**src/rtl/piecewise_linear_interpolator_defines.svh**
```systemverilog
// Assertion macros for the piecewise linear interpolator.
// Included by the top level; depends on nothing else.
`ifndef PIECEWISE_LINEAR_INTERPOLATOR_DEFINES_SVH
`define PIECEWISE_LINEAR_INTERPOLATOR_DEFINES_SVH

// Same-cycle implication, disabled during reset
`define PLINT_ASSERT_IMPL(label, clk, rst, ante, cons, msg) \
   label: assert property (@(posedge clk) disable iff (rst) (ante) |-> (cons)) \
      else $error(msg);

// Next-cycle implication, disabled during reset
`define PLINT_ASSERT_NEXT(label, clk, rst, ante, cons, msg) \
   label: assert property (@(posedge clk) disable iff (rst) (ante) |=> (cons)) \
      else $error(msg);

`endif

```
**src/rtl/plint_pkg.sv**
```systemverilog
// Shared types and constants for the piecewise linear interpolator.
// No dependencies; used by the top level and the serial divider.
package plint_pkg;

   // Fixed field widths of the command and configuration ports
   localparam int KNOT_INDEX_WIDTH = 4;
   localparam int KNOT_COUNT_WIDTH = 5;
   localparam int MIN_KNOTS        = 2;

   // Command codes
   localparam logic CMD_LOAD = 1'b0;
   localparam logic CMD_EVAL = 1'b1;

   // Quotient digit produced per divider step (0, 1 or 2)
   localparam int DIGIT_WIDTH = 2;
   localparam logic [DIGIT_WIDTH-1:0] DIGIT_ZERO = 2'd0;
   localparam logic [DIGIT_WIDTH-1:0] DIGIT_ONE  = 2'd1;
   localparam logic [DIGIT_WIDTH-1:0] DIGIT_TWO  = 2'd2;

   // Evaluate sequencer states
   typedef enum logic [2:0] {
      ST_IDLE,
      ST_FIRST,
      ST_LAST,
      ST_WALK,
      ST_PREP,
      ST_DIV,
      ST_DONE
   } plint_state_type;

endpackage

```
**src/rtl/plint_ram.sv**
```systemverilog
// Generic simple dual-port RAM: one write port, one read port, registered read.
// No dependencies.
module plint_ram #(
   parameter int DATA_WIDTH = 32,
   parameter int DEPTH      = 16
) (
   input  logic                     clock,
   input  logic                     wr_en,
   input  logic [$clog2(DEPTH)-1:0] wr_addr,
   input  logic [DATA_WIDTH-1:0]    wr_data,
   input  logic [$clog2(DEPTH)-1:0] rd_addr,
   output logic [DATA_WIDTH-1:0]    rd_data
);

   logic [DATA_WIDTH-1:0] mem_ff [DEPTH];
   logic [DATA_WIDTH-1:0] rd_data_ff;

   // Write port
   always_ff @(posedge clock) begin
      if (wr_en) begin
         mem_ff[wr_addr] <= wr_data;
      end
   end

   // Registered read port
   always_ff @(posedge clock) begin
      rd_data_ff <= mem_ff[rd_addr];
   end

   assign rd_data = rd_data_ff;

endmodule

```
**src/rtl/plint_muldiv.sv**
```systemverilog
// Bit-serial unit computing floor(a * b / d) for 0 < b <= d, one bit of a per cycle.
// Depends on plint_pkg for the quotient digit codes.
module plint_muldiv #(
   parameter int VALUE_WIDTH = 16
) (
   input  logic                   clock,
   input  logic                   reset,
   input  logic                   start,
   input  logic [VALUE_WIDTH-1:0] a,
   input  logic [VALUE_WIDTH-1:0] b,
   input  logic [VALUE_WIDTH-1:0] d,
   output logic                   done,
   output logic [VALUE_WIDTH-1:0] quot
);

   localparam int TW   = VALUE_WIDTH + 2;
   localparam int CNTW = $clog2(VALUE_WIDTH);

   logic                   busy_ff, busy_in;
   logic                   done_ff, done_in;
   logic [CNTW-1:0]        cnt_ff, cnt_in;
   logic [VALUE_WIDTH-1:0] a_sr_ff, a_sr_in;
   logic [VALUE_WIDTH-1:0] b_ff, b_in;
   logic [VALUE_WIDTH-1:0] d_ff, d_in;
   logic [VALUE_WIDTH-1:0] r_ff, r_in;
   logic [VALUE_WIDTH-1:0] q_ff, q_in;

   logic [TW-1:0]                     t_sum;
   logic [TW:0]                       s1_diff;
   logic [TW:0]                       s2_diff;
   logic [plint_pkg::DIGIT_WIDTH-1:0] digit;
   logic [VALUE_WIDTH-1:0]            r_step;

   // One step: remainder doubles, takes b in if the bit of a is set, then
   // drops zero, one or two multiples of d (it stays below 3d)
   always_comb begin
      t_sum   = TW'({r_ff, 1'b0}) + (a_sr_ff[VALUE_WIDTH-1] ? TW'(b_ff) : '0);
      s1_diff = (TW+1)'(t_sum) - (TW+1)'(d_ff);
      s2_diff = (TW+1)'(t_sum) - (TW+1)'({d_ff, 1'b0});
      if (!s2_diff[TW]) begin
         digit  = plint_pkg::DIGIT_TWO;
         r_step = s2_diff[VALUE_WIDTH-1:0];
      end else if (!s1_diff[TW]) begin
         digit  = plint_pkg::DIGIT_ONE;
         r_step = s1_diff[VALUE_WIDTH-1:0];
      end else begin
         digit  = plint_pkg::DIGIT_ZERO;
         r_step = t_sum[VALUE_WIDTH-1:0];
      end
   end

   // Load operands on start, advance one bit a cycle while busy
   always_comb begin
      busy_in = busy_ff;
      done_in = 1'b0;
      cnt_in  = cnt_ff;
      a_sr_in = a_sr_ff;
      b_in    = b_ff;
      d_in    = d_ff;
      r_in    = r_ff;
      q_in    = q_ff;
      if (start) begin
         busy_in = 1'b1;
         cnt_in  = '0;
         a_sr_in = a;
         b_in    = b;
         d_in    = d;
         r_in    = '0;
         q_in    = '0;
      end else if (busy_ff) begin
         a_sr_in = {a_sr_ff[VALUE_WIDTH-2:0], 1'b0};
         r_in    = r_step;
         q_in    = {q_ff[VALUE_WIDTH-2:0], 1'b0} + VALUE_WIDTH'(digit);
         cnt_in  = cnt_ff + CNTW'(1);
         if (cnt_ff == CNTW'(VALUE_WIDTH - 1)) begin
            busy_in = 1'b0;
            done_in = 1'b1;
         end
      end
   end

   // Control registers
   always_ff @(posedge clock) begin
      if (reset) begin
         busy_ff <= 1'b0;
         done_ff <= 1'b0;
         cnt_ff  <= '0;
      end else begin
         busy_ff <= busy_in;
         done_ff <= done_in;
         cnt_ff  <= cnt_in;
      end
   end

   // Operand and partial result registers
   always_ff @(posedge clock) begin
      a_sr_ff <= a_sr_in;
      b_ff    <= b_in;
      d_ff    <= d_in;
      r_ff    <= r_in;
      q_ff    <= q_in;
   end

   assign done = done_ff;
   assign quot = q_ff;

endmodule

```
**src/rtl/piecewise_linear_interpolator.sv**
```systemverilog
// Piecewise linear interpolator. A load beat writes one knot (x, y) into the
// knot table and returns nothing. An evaluate beat clamps to the first or
// last knot's y, or walks the table to the first knot whose x is not below
// the query and interpolates y0 + (q-x0)*(y1-y0)/(x1-x0), truncated toward
// zero. The table sits in one RAM with a single registered read port, so the
// walk reads the knots one after another, and the fraction comes from a
// bit-serial multiply-divide. An evaluate compares the query with the first
// knot, then with the last knot, and only then walks the table and starts
// the divider; the next beat can be taken in the cycle the result appears.
// A stalled result side holds a finished evaluate until the output register
// frees. One evaluate is in flight at a time; loads and evaluates are
// accepted while a finished result waits on the rsp side.
// Knots must be written before they are read.
// Depends on plint_pkg, plint_ram, plint_muldiv and the assertion macro header.
`include "piecewise_linear_interpolator_defines.svh"

module piecewise_linear_interpolator #(
   parameter int MAX_KNOTS   = 16,
   parameter int VALUE_WIDTH = 16
) (
   input  logic                                    clock,
   input  logic                                    reset,
   input  logic                                    req_valid,
   output logic                                    req_stall,
   input  logic                                    req_command,
   input  logic [plint_pkg::KNOT_INDEX_WIDTH-1:0]  req_knot_index,
   input  logic signed [VALUE_WIDTH-1:0]           req_knot_x,
   input  logic signed [VALUE_WIDTH-1:0]           req_knot_y,
   input  logic signed [VALUE_WIDTH-1:0]           req_query_x,
   output logic                                    rsp_valid,
   input  logic                                    rsp_stall,
   output logic signed [VALUE_WIDTH-1:0]           rsp_result_y,
   input  logic                                    csr_write_en,
   input  logic [plint_pkg::KNOT_COUNT_WIDTH-1:0]  csr_write_data
);

   localparam int IDXW = $clog2(MAX_KNOTS);
   localparam int CW   = (IDXW + 1 > plint_pkg::KNOT_COUNT_WIDTH) ?
                         IDXW + 1 : plint_pkg::KNOT_COUNT_WIDTH;
   localparam int RW   = 2 * VALUE_WIDTH;

   plint_pkg::plint_state_type state_ff, state_in;

   logic [plint_pkg::KNOT_COUNT_WIDTH-1:0] knot_count_ff, knot_count_in;
   logic signed [VALUE_WIDTH-1:0]          query_ff, query_in;
   logic [IDXW-1:0]                        idx_ff, idx_in;
   logic signed [VALUE_WIDTH-1:0]          prev_x_ff, prev_x_in;
   logic signed [VALUE_WIDTH-1:0]          prev_y_ff, prev_y_in;
   logic signed [VALUE_WIDTH-1:0]          cur_x_ff, cur_x_in;
   logic signed [VALUE_WIDTH-1:0]          cur_y_ff, cur_y_in;
   logic                                   neg_ff, neg_in;
   logic [VALUE_WIDTH-1:0]                 res_ff, res_in;
   logic                                   rsp_valid_ff, rsp_valid_in;
   logic [VALUE_WIDTH-1:0]                 rsp_result_y_ff, rsp_result_y_in;

   logic                          req_accept;
   logic                          rsp_free;
   logic [CW-1:0]                 count_ext;
   logic [CW-1:0]                 load_idx_ext;
   logic [IDXW-1:0]               last_idx;
   logic                          ram_wr_en;
   logic [IDXW-1:0]               ram_rd_addr;
   logic [RW-1:0]                 ram_rd_data;
   logic signed [VALUE_WIDTH-1:0] rd_x;
   logic signed [VALUE_WIDTH-1:0] rd_y;
   logic                          walk_more;
   logic signed [VALUE_WIDTH:0]   diff_d;
   logic signed [VALUE_WIDTH:0]   diff_b;
   logic signed [VALUE_WIDTH:0]   diff_up;
   logic signed [VALUE_WIDTH:0]   diff_down;
   logic                          md_start;
   logic [VALUE_WIDTH-1:0]        md_a;
   logic [VALUE_WIDTH-1:0]        md_b;
   logic [VALUE_WIDTH-1:0]        md_d;
   logic                          md_done;
   logic [VALUE_WIDTH-1:0]        md_quot;

   assign req_accept = req_valid && !req_stall;
   assign rsp_free   = !rsp_valid_ff || !rsp_stall;

   // Clamp the knot count and derive the last knot in use
   always_comb begin
      count_ext = CW'(knot_count_ff);
      if (count_ext < CW'(plint_pkg::MIN_KNOTS)) begin
         last_idx = IDXW'(plint_pkg::MIN_KNOTS - 1);
      end else if (count_ext > CW'(MAX_KNOTS)) begin
         last_idx = IDXW'(MAX_KNOTS - 1);
      end else begin
         last_idx = IDXW'(count_ext - CW'(1));
      end
   end

   // Drop loads aimed beyond the table
   assign load_idx_ext = CW'(req_knot_index);
   assign ram_wr_en    = req_accept && (req_command == plint_pkg::CMD_LOAD) &&
                         (load_idx_ext < CW'(MAX_KNOTS));

   // Knot table: x in the upper half, y in the lower half
   plint_ram #(
      .DATA_WIDTH (RW),
      .DEPTH      (MAX_KNOTS)
   ) u_knot_ram (
      .clock   (clock),
      .wr_en   (ram_wr_en),
      .wr_addr (load_idx_ext[IDXW-1:0]),
      .wr_data ({req_knot_x, req_knot_y}),
      .rd_addr (ram_rd_addr),
      .rd_data (ram_rd_data)
   );

   assign rd_x      = $signed(ram_rd_data[RW-1:VALUE_WIDTH]);
   assign rd_y      = $signed(ram_rd_data[VALUE_WIDTH-1:0]);
   assign walk_more = (query_ff > rd_x) && (idx_ff != last_idx);

   // Segment operands for the divider
   always_comb begin
      diff_d    = (VALUE_WIDTH+1)'(cur_x_ff) - (VALUE_WIDTH+1)'(prev_x_ff);
      diff_b    = (VALUE_WIDTH+1)'(query_ff) - (VALUE_WIDTH+1)'(prev_x_ff);
      diff_up   = (VALUE_WIDTH+1)'(cur_y_ff) - (VALUE_WIDTH+1)'(prev_y_ff);
      diff_down = (VALUE_WIDTH+1)'(prev_y_ff) - (VALUE_WIDTH+1)'(cur_y_ff);
      md_d      = diff_d[VALUE_WIDTH-1:0];
      md_b      = diff_b[VALUE_WIDTH-1:0];
      md_a      = diff_up[VALUE_WIDTH] ? diff_down[VALUE_WIDTH-1:0] :
                                         diff_up[VALUE_WIDTH-1:0];
   end

   plint_muldiv #(
      .VALUE_WIDTH (VALUE_WIDTH)
   ) u_muldiv (
      .clock (clock),
      .reset (reset),
      .start (md_start),
      .a     (md_a),
      .b     (md_b),
      .d     (md_d),
      .done  (md_done),
      .quot  (md_quot)
   );

   // Next state
   always_comb begin
      state_in = state_ff;
      case (state_ff)
         plint_pkg::ST_IDLE: begin
            if (req_accept && req_command == plint_pkg::CMD_EVAL) begin
               state_in = plint_pkg::ST_FIRST;
            end
         end
         plint_pkg::ST_FIRST: begin
            state_in = (query_ff <= rd_x) ? plint_pkg::ST_DONE : plint_pkg::ST_LAST;
         end
         plint_pkg::ST_LAST: begin
            state_in = (query_ff >= rd_x) ? plint_pkg::ST_DONE : plint_pkg::ST_WALK;
         end
         plint_pkg::ST_WALK: begin
            if (!walk_more) begin
               state_in = plint_pkg::ST_PREP;
            end
         end
         plint_pkg::ST_PREP: begin
            state_in = plint_pkg::ST_DIV;
         end
         plint_pkg::ST_DIV: begin
            if (md_done) begin
               state_in = plint_pkg::ST_DONE;
            end
         end
         plint_pkg::ST_DONE: begin
            if (rsp_free) begin
               state_in = plint_pkg::ST_IDLE;
            end
         end
         default: begin
            state_in = plint_pkg::ST_IDLE;
         end
      endcase
   end

   // Outputs and datapath next values
   always_comb begin
      req_stall   = 1'b1;
      ram_rd_addr = '0;
      md_start    = 1'b0;
      query_in    = query_ff;
      idx_in      = idx_ff;
      prev_x_in   = prev_x_ff;
      prev_y_in   = prev_y_ff;
      cur_x_in    = cur_x_ff;
      cur_y_in    = cur_y_ff;
      neg_in      = neg_ff;
      res_in      = res_ff;
      case (state_ff)
         plint_pkg::ST_IDLE: begin
            // first knot is read while waiting, so it is ready on acceptance
            req_stall = 1'b0;
            if (req_accept) begin
               query_in = req_query_x;
            end
         end
         plint_pkg::ST_FIRST: begin
            ram_rd_addr = last_idx;
            prev_x_in   = rd_x;
            prev_y_in   = rd_y;
            res_in      = rd_y;
         end
         plint_pkg::ST_LAST: begin
            ram_rd_addr = IDXW'(1);
            idx_in      = IDXW'(1);
            res_in      = rd_y;
         end
         plint_pkg::ST_WALK: begin
            // advance one knot a cycle until the query is not above it
            ram_rd_addr = idx_ff + IDXW'(1);
            if (walk_more) begin
               prev_x_in = rd_x;
               prev_y_in = rd_y;
               idx_in    = idx_ff + IDXW'(1);
            end else begin
               cur_x_in = rd_x;
               cur_y_in = rd_y;
            end
         end
         plint_pkg::ST_PREP: begin
            md_start = 1'b1;
            neg_in   = diff_up[VALUE_WIDTH];
         end
         plint_pkg::ST_DIV: begin
            if (md_done) begin
               res_in = neg_ff ? prev_y_ff - md_quot : prev_y_ff + md_quot;
            end
         end
         plint_pkg::ST_DONE: begin
            req_stall = 1'b1;
         end
         default: begin
            req_stall = 1'b1;
         end
      endcase
   end

   // Output register: fill from a finished evaluate, hold while stalled
   always_comb begin
      rsp_valid_in    = rsp_valid_ff && rsp_stall;
      rsp_result_y_in = rsp_result_y_ff;
      if (state_ff == plint_pkg::ST_DONE && rsp_free) begin
         rsp_valid_in    = 1'b1;
         rsp_result_y_in = res_ff;
      end
   end

   assign knot_count_in = csr_write_en ? csr_write_data : knot_count_ff;

   // Control registers
   always_ff @(posedge clock) begin
      if (reset) begin
         state_ff      <= plint_pkg::ST_IDLE;
         knot_count_ff <= plint_pkg::KNOT_COUNT_WIDTH'(plint_pkg::MIN_KNOTS);
         rsp_valid_ff  <= 1'b0;
      end else begin
         state_ff      <= state_in;
         knot_count_ff <= knot_count_in;
         rsp_valid_ff  <= rsp_valid_in;
      end
   end

   // Payload registers
   always_ff @(posedge clock) begin
      query_ff        <= query_in;
      idx_ff          <= idx_in;
      prev_x_ff       <= prev_x_in;
      prev_y_ff       <= prev_y_in;
      cur_x_ff        <= cur_x_in;
      cur_y_ff        <= cur_y_in;
      neg_ff          <= neg_in;
      res_ff          <= res_in;
      rsp_result_y_ff <= rsp_result_y_in;
   end

   assign rsp_valid    = rsp_valid_ff;
   assign rsp_result_y = $signed(rsp_result_y_ff);

   // Checks
   `PLINT_ASSERT_NEXT(a_eval_starts_walk, clock, reset,
      req_valid && !req_stall && req_command == plint_pkg::CMD_EVAL,
      state_ff == plint_pkg::ST_FIRST, "accepted evaluate did not start the table read")
   `PLINT_ASSERT_IMPL(a_walk_in_range, clock, reset, state_ff == plint_pkg::ST_WALK,
      idx_ff <= last_idx && idx_ff != '0, "knot walk left the knots in use")
   `PLINT_ASSERT_IMPL(a_div_done_expected, clock, reset, md_done,
      state_ff == plint_pkg::ST_DIV, "divider finished outside the divide state")

endmodule
```
**config.mk**
```make
export PLATFORM = sky130hd
export DESIGN_NAME = piecewise_linear_interpolator
export DESIGN_NICKNAME = d
export VERILOG_FILES = /design/src/rtl/plint_pkg.sv /design/src/rtl/plint_ram.sv /design/src/rtl/plint_muldiv.sv /design/src/rtl/piecewise_linear_interpolator.sv
export VERILOG_INCLUDE_DIRS = /design/src /design/src/rtl
export SDC_FILE = /design/constraint.sdc
export NUM_CORES = 1
export LEC_CHECK = 0
export BUFFER_PORTS_ARGS = -buffer_cell sky130_fd_sc_hd__buf_2
export CAP_MARGIN = 15
export CORE_ASPECT_RATIO = 0.7
export CORE_MARGIN = 4
export CORE_UTILIZATION = 50
export DETAILED_ROUTE_END_ITERATION = 10
export GPL_ROUTABILITY_DRIVEN = 0
export PLACE_DENSITY = 0.68
export SETUP_SLACK_MARGIN = 0.5
export SLEW_MARGIN = 20
export SYNTH_ARGS = -nofsm -noshare
export SYNTH_HDL_FRONTEND = slang
export SYNTH_HIERARCHICAL = 1
export SYNTH_SLANG_ARGS = --single-unit
```
**constraint.sdc**
```tcl
create_clock -name clock -period 6.3 [get_ports clock]
set_input_delay 1.26 -clock clock [delete_from_list [all_inputs] [get_ports clock]]
set_output_delay 1.26 -clock clock [all_outputs]
set_load 0.02 [all_outputs]
```
==> results of run 1 <==
-- per-stage QoR --
stage           util  setup WS (ns)  cells  hold WS (ns)
2_1_floorplan      -           1.12   2312         0.400
3_3_place_gp   0.529          0.889   3251         0.407
3_5_place_dp   0.529          0.765   3251         0.407
4_1_cts        0.564          0.718   3381         0.424
5_1_grt        0.564          0.568   3383         0.424
6_report       0.565          0.976   3390         0.423
-- routing by layer --
metal	GRT usage	vias up
li1	-	9228
met1	0.330	10400
met2	0.343	785
met3	0.0490	142
met4	0.0681	4
met5	0	-
-- report_power, final --
part           internal [uW]  switching [uW]  total (uW)
clock network           2550            1870        4430
registers               6260             485        6750
logic                   3400            4650        8050
total                  12200            7010       19200
-- synthesized netlist by cell type (14+ instances only) --
cell type  instances  share of area
edfxtp_1         677           0.59
nor2_1           138          0.015
inv_1            116          0.013
o21ai_1           28         0.0041
dfxtp_1           79          0.046
o211ai_1          14         0.0031
mux2i_1           32         0.0093
a21o_1            34         0.0074
and2_1            30         0.0055
and3_1            16         0.0029
xnor2_1           75          0.019
o21a_1            22         0.0048
nand2b_1          26         0.0047
mux2_2            16         0.0052
nor3_1            49         0.0071
nand2_1          112          0.012
nand3_1           33         0.0048
clkbuf_1          44         0.0048
a211oi_1          30         0.0066
a22oi_1           69          0.015
a21oi_1           92          0.013
ha_1             145          0.053
xor2_1            33         0.0084
mux4_2           128          0.084
nor2b_1           18         0.0033
o21ai_0           59         0.0086
-- repair_timing --
action,in CTS,in global routing
hold buffers,0,0
endpoints found under the setup margin,0,13
buffers inserted,0,2
resized for setup,0,2
-- cell families after synthesis --
kind of cell | share of synthesized area
AND/OR/NAND/NOR | 0.0672
AO/OA/AOI/OAI | 0.0871
buffers and inverters | 0.0236
flip-flops | 0.638
multiplexers | 0.0988
XOR/XNOR | 0.0280
adder cells (fa/ha/maj) | 0.0575
-- final timing paths --
check | startpoint | end | slack [ns] | depth (start not counted)
hold / removal | res_ff[5]$_DFFE_PP_ | rsp_result_y[5]$_DFFE_PP_ | 0.42 | 0
setup reg to reg | u_muldiv/a_sr_ff[15]$_DFFE_PP_ | u_muldiv/quot[7]$_SDFFE_PP0P_ | 0.98 | 21
hold reg to reg | res_ff[5]$_DFFE_PP_ | rsp_result_y[5]$_DFFE_PP_ | 0.42 | 0
setup / recovery | u_muldiv/a_sr_ff[15]$_DFFE_PP_ | u_muldiv/quot[7]$_SDFFE_PP0P_ | 0.98 | 21
-- cell type report --
class	instances	area (um^2)
well taps	902	1130
inverters	120	450
flip-flops and latches	756	21900
clock inverters	44	502
repair buffers	117	703
diodes	7	17.5
multi-input cells	1358	11800
clock buffers	86	1910
fillers	5333	29600
==> run_results.csv, run 1 <==
group,metric,value,unit
clock_network,insertion_delay_of_the_later_clocked_pin_in_the_worst_skew_pair,0.63,ns
routing,drt-total-wl,81800,um
synthesis,yosysWarningCount,6,
synthesis,synth.lib_cells_used.distinct,80,
die,fp.dieH,227,um
status,outcome,"completed",
layout,layout.cells.most_common_list,"edfxtp_1 (677), ha_1 (145), mux4_2 (128)",
synthesis,synth-edff-count,677,
routing,route.met2.wl,36500,um
die,pin_count,81,
layout,design_area,0.0384,mm^2
routing,detail_route.wl_per_cell,24.1,um
routing,post_drt_antenna_nets,0,
grt,antenna_found_initial,9,
pwr,powerDensity,500,mW/mm^2
die,initial_core_util,0.505,
synthesis,seq_area_frac_synth,0.638,
die,overall_die_area,0.0730,mm^2
die,die_width,321,um
critical_path,cp_data_required_time,6.81,ns
sta,layout_min_cycle_time,5.32,ns
pwr,power.total,19200,uW
clock_network,cts.htree.levels,3,
clock_network,clock_sinks,756,
critical_path,cp_slowest_cell,"edfxtp_1",
routing,detail_route.iter0.violations,2166,
critical_path,cp.arrival,5.83,ns
worst_hold_path,timing.hold.worst.class,"reg -> reg",
synthesis,syn-mean-instance-area,14.9,um^2
placement,post-dp-hpwl,51600,um
sta,worst-slew-pin-transition,1.11,ns
critical_path,critPathLaunchType,"register",
placement,number_of_buffers_added_on_ports,80,
placement,placed_cell_area,0.0360,mm^2
layout,largest_reg_flops,512,
sta,post-route-period-util,0.845,
grt,grt_use_total,0.225,
critical_path,worst_setup_path_end_kind,"register",
sta,unrepaired_setup_endpoints_after_global_routing,"no",
grt,grt_pass1_wl,124000,um
synthesis,mappedNetlistArea,0.0344,mm^2
critical_path,critical_path.n_buffers_inverters,2,
sta,fin_skew,0.0260,ns
sta,finalSetupViolations,0,
critical_path,worst-setup-path-type,"reg -> reg",
sta,maxSlewViolCount,0,
clock_network,clk_pin_slew,0.06,ns
routing,detailroute.via_count,20500,
synthesis,synth_fp_nets,2528,
layout,drive_above_1_share,0.168,
synthesis,synth_flop_cell,"edfxtp_1",
grt,global_route_total_overflow,0,
layout,area_delta_synth_final,11.9,%
routing,drc,0,
critical_path,crit_path_frequent_cell,"ha_1",
routing,met3WireLength,7400,um
layout,max_flop_register,"u_knot_ram/mem_ff",
routing,drt-met1-wl,35700,um
sta,fmaxAchievable,188,MHz
critical_path,worst_path_max_fanout,19,
clock_network,ctsLongestPathBuffers,3,
clock_network,clk_root_buffer_cell,"clkbuf_16",
critical_path,sequence_of_cells_on_the_critical_path,"buf_4 -> and2_1 -> ha_1 -> a2111oi_4 -> o21a_2 -> nor3_4 -> or3_1 -> a21oi_1 -> xnor2_1 -> ha_1 -> and3_1 -> nand2_1 -> o211ai_1 -> a221oi_1 -> o21a_1 -> inv_2 -> ha_1 -> ha_1 -> nand2_1 -> or3_1 -> a311oi_1",
grt,first_global_vias,20300,
die,fp.coreArea,0.0681,mm^2
layout,mostFrequentLayoutCell,"edfxtp_1",
sta,max-slew-margin-rel,0.259,
synthesis,synth-seq-cells,756,
job,cap_viol_max_count,0,
die,placement_rows,80,
layout,final_nets,2642,
pwr,total_leakage_power,0.0136,uW
routing,drt_first_pass_iters,6,
clock_network,cts_tree,"yes",
grt,grt_start_max_net_pins,129,
routing,highest_layer,"met5",
sta,hold_viol,0,
sta,setup_tns,0,ns
pwr,vdd_ir_drop_max,450,uV
critical_path,crit_path_max_incr_delay,0.43,ns
synthesis,postSynth.asyncResetShare,0,
critical_path,cp_top_family,"compound AO/OA/AOI/OAI gates",
clock_network,cts_inserted_buffers,73,
routing,routed_via_density,6.06,
synthesis,synthCells,2312,
Power figures use the tool's default switching activity.
==> inputs of run 2 (changes only) <==
Settings changed: PLACE_DENSITY 0.68 to 0.71.
Clock period 6.3 ns to 4.6 ns, I/O delays scaled along.
==> run 2 against run 1 <==
Compared with the run above: critical endpoint is now u_muldiv/quot[11]$_SDFFE_PP0P_; register-to-register slack lost 0.84 ns; die area is the same; global-route usage shrank 0.77 points; cell count grew 1.4%; total power grew 43%; flip-flop and latch count is the same; sequential share of layout area shrank 1.5 points; via count grew 0.37%; first-iteration DRC count shrank 1.2%; worst setup slack lost 0.84 ns; final area grew 2.8%; wire length shrank 2.8%.
==> run_results.csv, run 2 (synthesis gave the netlist of run 1 again) <==
group,metric,value,unit
placement,number_of_buffers_added_on_ports,80,
sta,timing.hold.ws,0.420,ns
layout,area_delta_synth_final,15.0,%
die,fp.coreArea,0.0681,mm^2
sta,fin_skew,0.0234,ns
critical_path,r2r_end,"u_muldiv/quot[11]$_SDFFE_PP0P_",
worst_hold_path,timing.hold.worst.class,"reg -> reg",
critical_path,worst-setup-path-type,"reg -> reg",
routing,drt-total-wl,79500,um
layout,largest_reg_flops,512,
sta,max-slew-margin-rel,0.326,
pwr,powerDensity,697,mW/mm^2
pwr,total_leakage_power,0.0139,uW
sta,post-route-period-util,0.971,
critical_path,register_to_register_setup_slack,0.13,ns
sta,unrepaired_setup_endpoints_after_global_routing,"yes",
worst_hold_path,holdPathEnd,"rsp_result_y[13]$_DFFE_PP_",
die,overall_die_area,0.0730,mm^2
clock_network,ctsLongestPathBuffers,3,
routing,routed_via_density,6.00,
grt,grt_start_max_net_pins,44,
pwr,power.total,27500,uW
grt,grt_pass1_wl,121000,um
grt,global_route_total_overflow,0,
job,cap_viol_max_count,0,
sta,maxSlewViolCount,0,
routing,post_drt_antenna_nets,0,
layout,layout.cells.most_common_list,"edfxtp_1 (677), mux4_2 (128), ha_1 (124)",
critical_path,critPathLaunchType,"register",
die,placement_rows,80,
layout,final_nets,2689,
critical_path,cp_data_required_time,5.13,ns
die,pin_count,81,
worst_hold_path,hold_depth,0,
layout,finalCoreUtilization,0.580,
worst_hold_path,hold_path_startpoint,"res_ff[13]$_DFFE_PP_",
sta,finalSetupViolations,0,
sta,layout_min_cycle_time,4.47,ns
clock_network,clk_root_buffer_cell,"clkbuf_16",
routing,drt_first_pass_iters,7,
sta,hold_viol,0,
critical_path,cp.arrival,5.00,ns
routing,detail_route.iter0.violations,2140,
critical_path,r2r_start,"u_muldiv/a_sr_ff[15]$_DFFE_PP_",
critical_path,worst-r2r-cell-count,21,
routing,drc,0,
critical_path,worst_path_max_fanout,5,
clock_network,clk_pin_slew,0.06,ns
sta,fmaxAchievable,224,MHz
sta,worst-slew-pin-transition,1.01,ns
critical_path,worst_setup_path_end_kind,"register",
die,initial_core_util,0.505,
routing,detail_route.wl_per_cell,23.1,um
placement,post-dp-hpwl,51800,um
clock_network,clock_sinks,756,
layout,mostFrequentLayoutCell,"edfxtp_1",
clock_network,cts_tree,"yes",
grt,grt_use_total,0.218,
layout,max_flop_register,"u_knot_ram/mem_ff",
clock_network,insertion_delay_of_the_later_clocked_pin_in_the_worst_skew_pair,0.62,ns
routing,detailroute.via_count,20600,
die,die_width,321,um
status,outcome,"completed",
layout,drive_above_1_share,0.213,
grt,first_global_vias,20600,
grt,antenna_found_initial,7,
clock_network,cts_inserted_buffers,73,
pwr,vdd_ir_drop_max,479,uV
die,fp.dieH,227,um
clock_network,cts.htree.levels,3,
==> run 2: cell count changes in the layout (fill, tap and decap cells not counted), sizes merged <==
cell,change
buf,+47
bufinv,-4
inv,-2
diode,-4
clkbuf,+11
clkinvlp,-1
==> run 2: layer usage <==
| metal | up-vias | track usage | wire length, um |
|---|---|---|---|
| met3 | 149 | 0.0427 | 6550 |
| met5 | - | 0 | 33 |
| met2 | 807 | 0.340 | 36000 |
| li1 | 9282 | - | - |
| met1 | 10400 | 0.317 | 35000 |
| met4 | 4 | 0.0590 | 1840 |
==> run 2: how the worst max path moves through the flow <==
stage                                              start                        endpoint  slack, ns  cells after the start
after global routing      u_muldiv/a_sr_ff[15]$_DFFE_PP_  u_muldiv/quot[11]$_SDFFE_PP0P_      -0.10                     22
after global placement    u_muldiv/a_sr_ff[15]$_DFFE_PP_  u_muldiv/quot[15]$_SDFFE_PP0P_       0.13                     21
after detailed placement  u_muldiv/a_sr_ff[15]$_DFFE_PP_  u_muldiv/quot[15]$_SDFFE_PP0P_       0.05                     21
after CTS                 u_muldiv/a_sr_ff[15]$_DFFE_PP_   u_muldiv/quot[7]$_SDFFE_PP0P_       0.27                     21
final                     u_muldiv/a_sr_ff[15]$_DFFE_PP_  u_muldiv/quot[11]$_SDFFE_PP0P_       0.13                     21
after floorplan           u_muldiv/a_sr_ff[15]$_DFFE_PP_  u_muldiv/quot[11]$_SDFFE_PP0P_       0.19                     22
==> run 2: critical path, cell delays in order, from the launching register on <==
cell and delay, ns:
edfxtp_1 0.43, buf_6 0.15, and2_4 0.14, ha_4 0.23, a2111oi_4 0.37, o21a_2 0.23
nor3_4 0.06, or3_1 0.40, a21oi_2 0.17, xnor2_2 0.12, ha_4 0.29, and3_4 0.19
nand2_2 0.05, o211ai_1 0.24, a221oi_2 0.06, o21a_1 0.15, inv_2 0.10, ha_4 0.15
ha_4 0.15, nand2_4 0.07, or3_4 0.37, a311oi_2 0.26
==> run 2: area by class of cell <==
cell class / count / area (um^2)
tap: 902 / 1130
clock buffer: 97 / 1980
timing repair buffer: 164 / 1180
inverter: 120 / 450
antenna: 3 / 7.51
sequential: 756 / 21900
fill: 5137 / 28600
clock inverter: 37 / 357
multi-input combinational: 1358 / 12500
==> run 2: per-stage QoR <==
step / area, um^2 / cells / setup TNS, ns / setup slack, ns
floorplan: 34600 / 2312 / 0 / 0.191
global placement: 36500 / 3273 / 0 / 0.133
detailed placement: 36500 / 3273 / 0 / 0.0455
CTS: 39200 / 3424 / 0 / 0.271
global route: 39500 / 3436 / -0.271 / -0.105
finish: 39500 / 3437 / 0 / 0.132
==> run 2: what timing repair did <==
item | CTS | global route
resized for setup | 43 | 42
pin swaps | 23 | 33
setup endpoints to repair | 32 | 32
hold endpoints to repair | 0 | 0
setup buffers | 17 | 9
gates cloned | 0 | 1
hold buffers | 0 | 0
==> run 2: power by group <==
group	internal (uW)	switching (uW)	leakage, uW	total [uW]
Combinational	5520	6920	0.00598	12400
Sequential	8580	679	0.00678	9260
Clock	3340	2520	0.00114	5860
Total	17400	10100	0.0139	27500
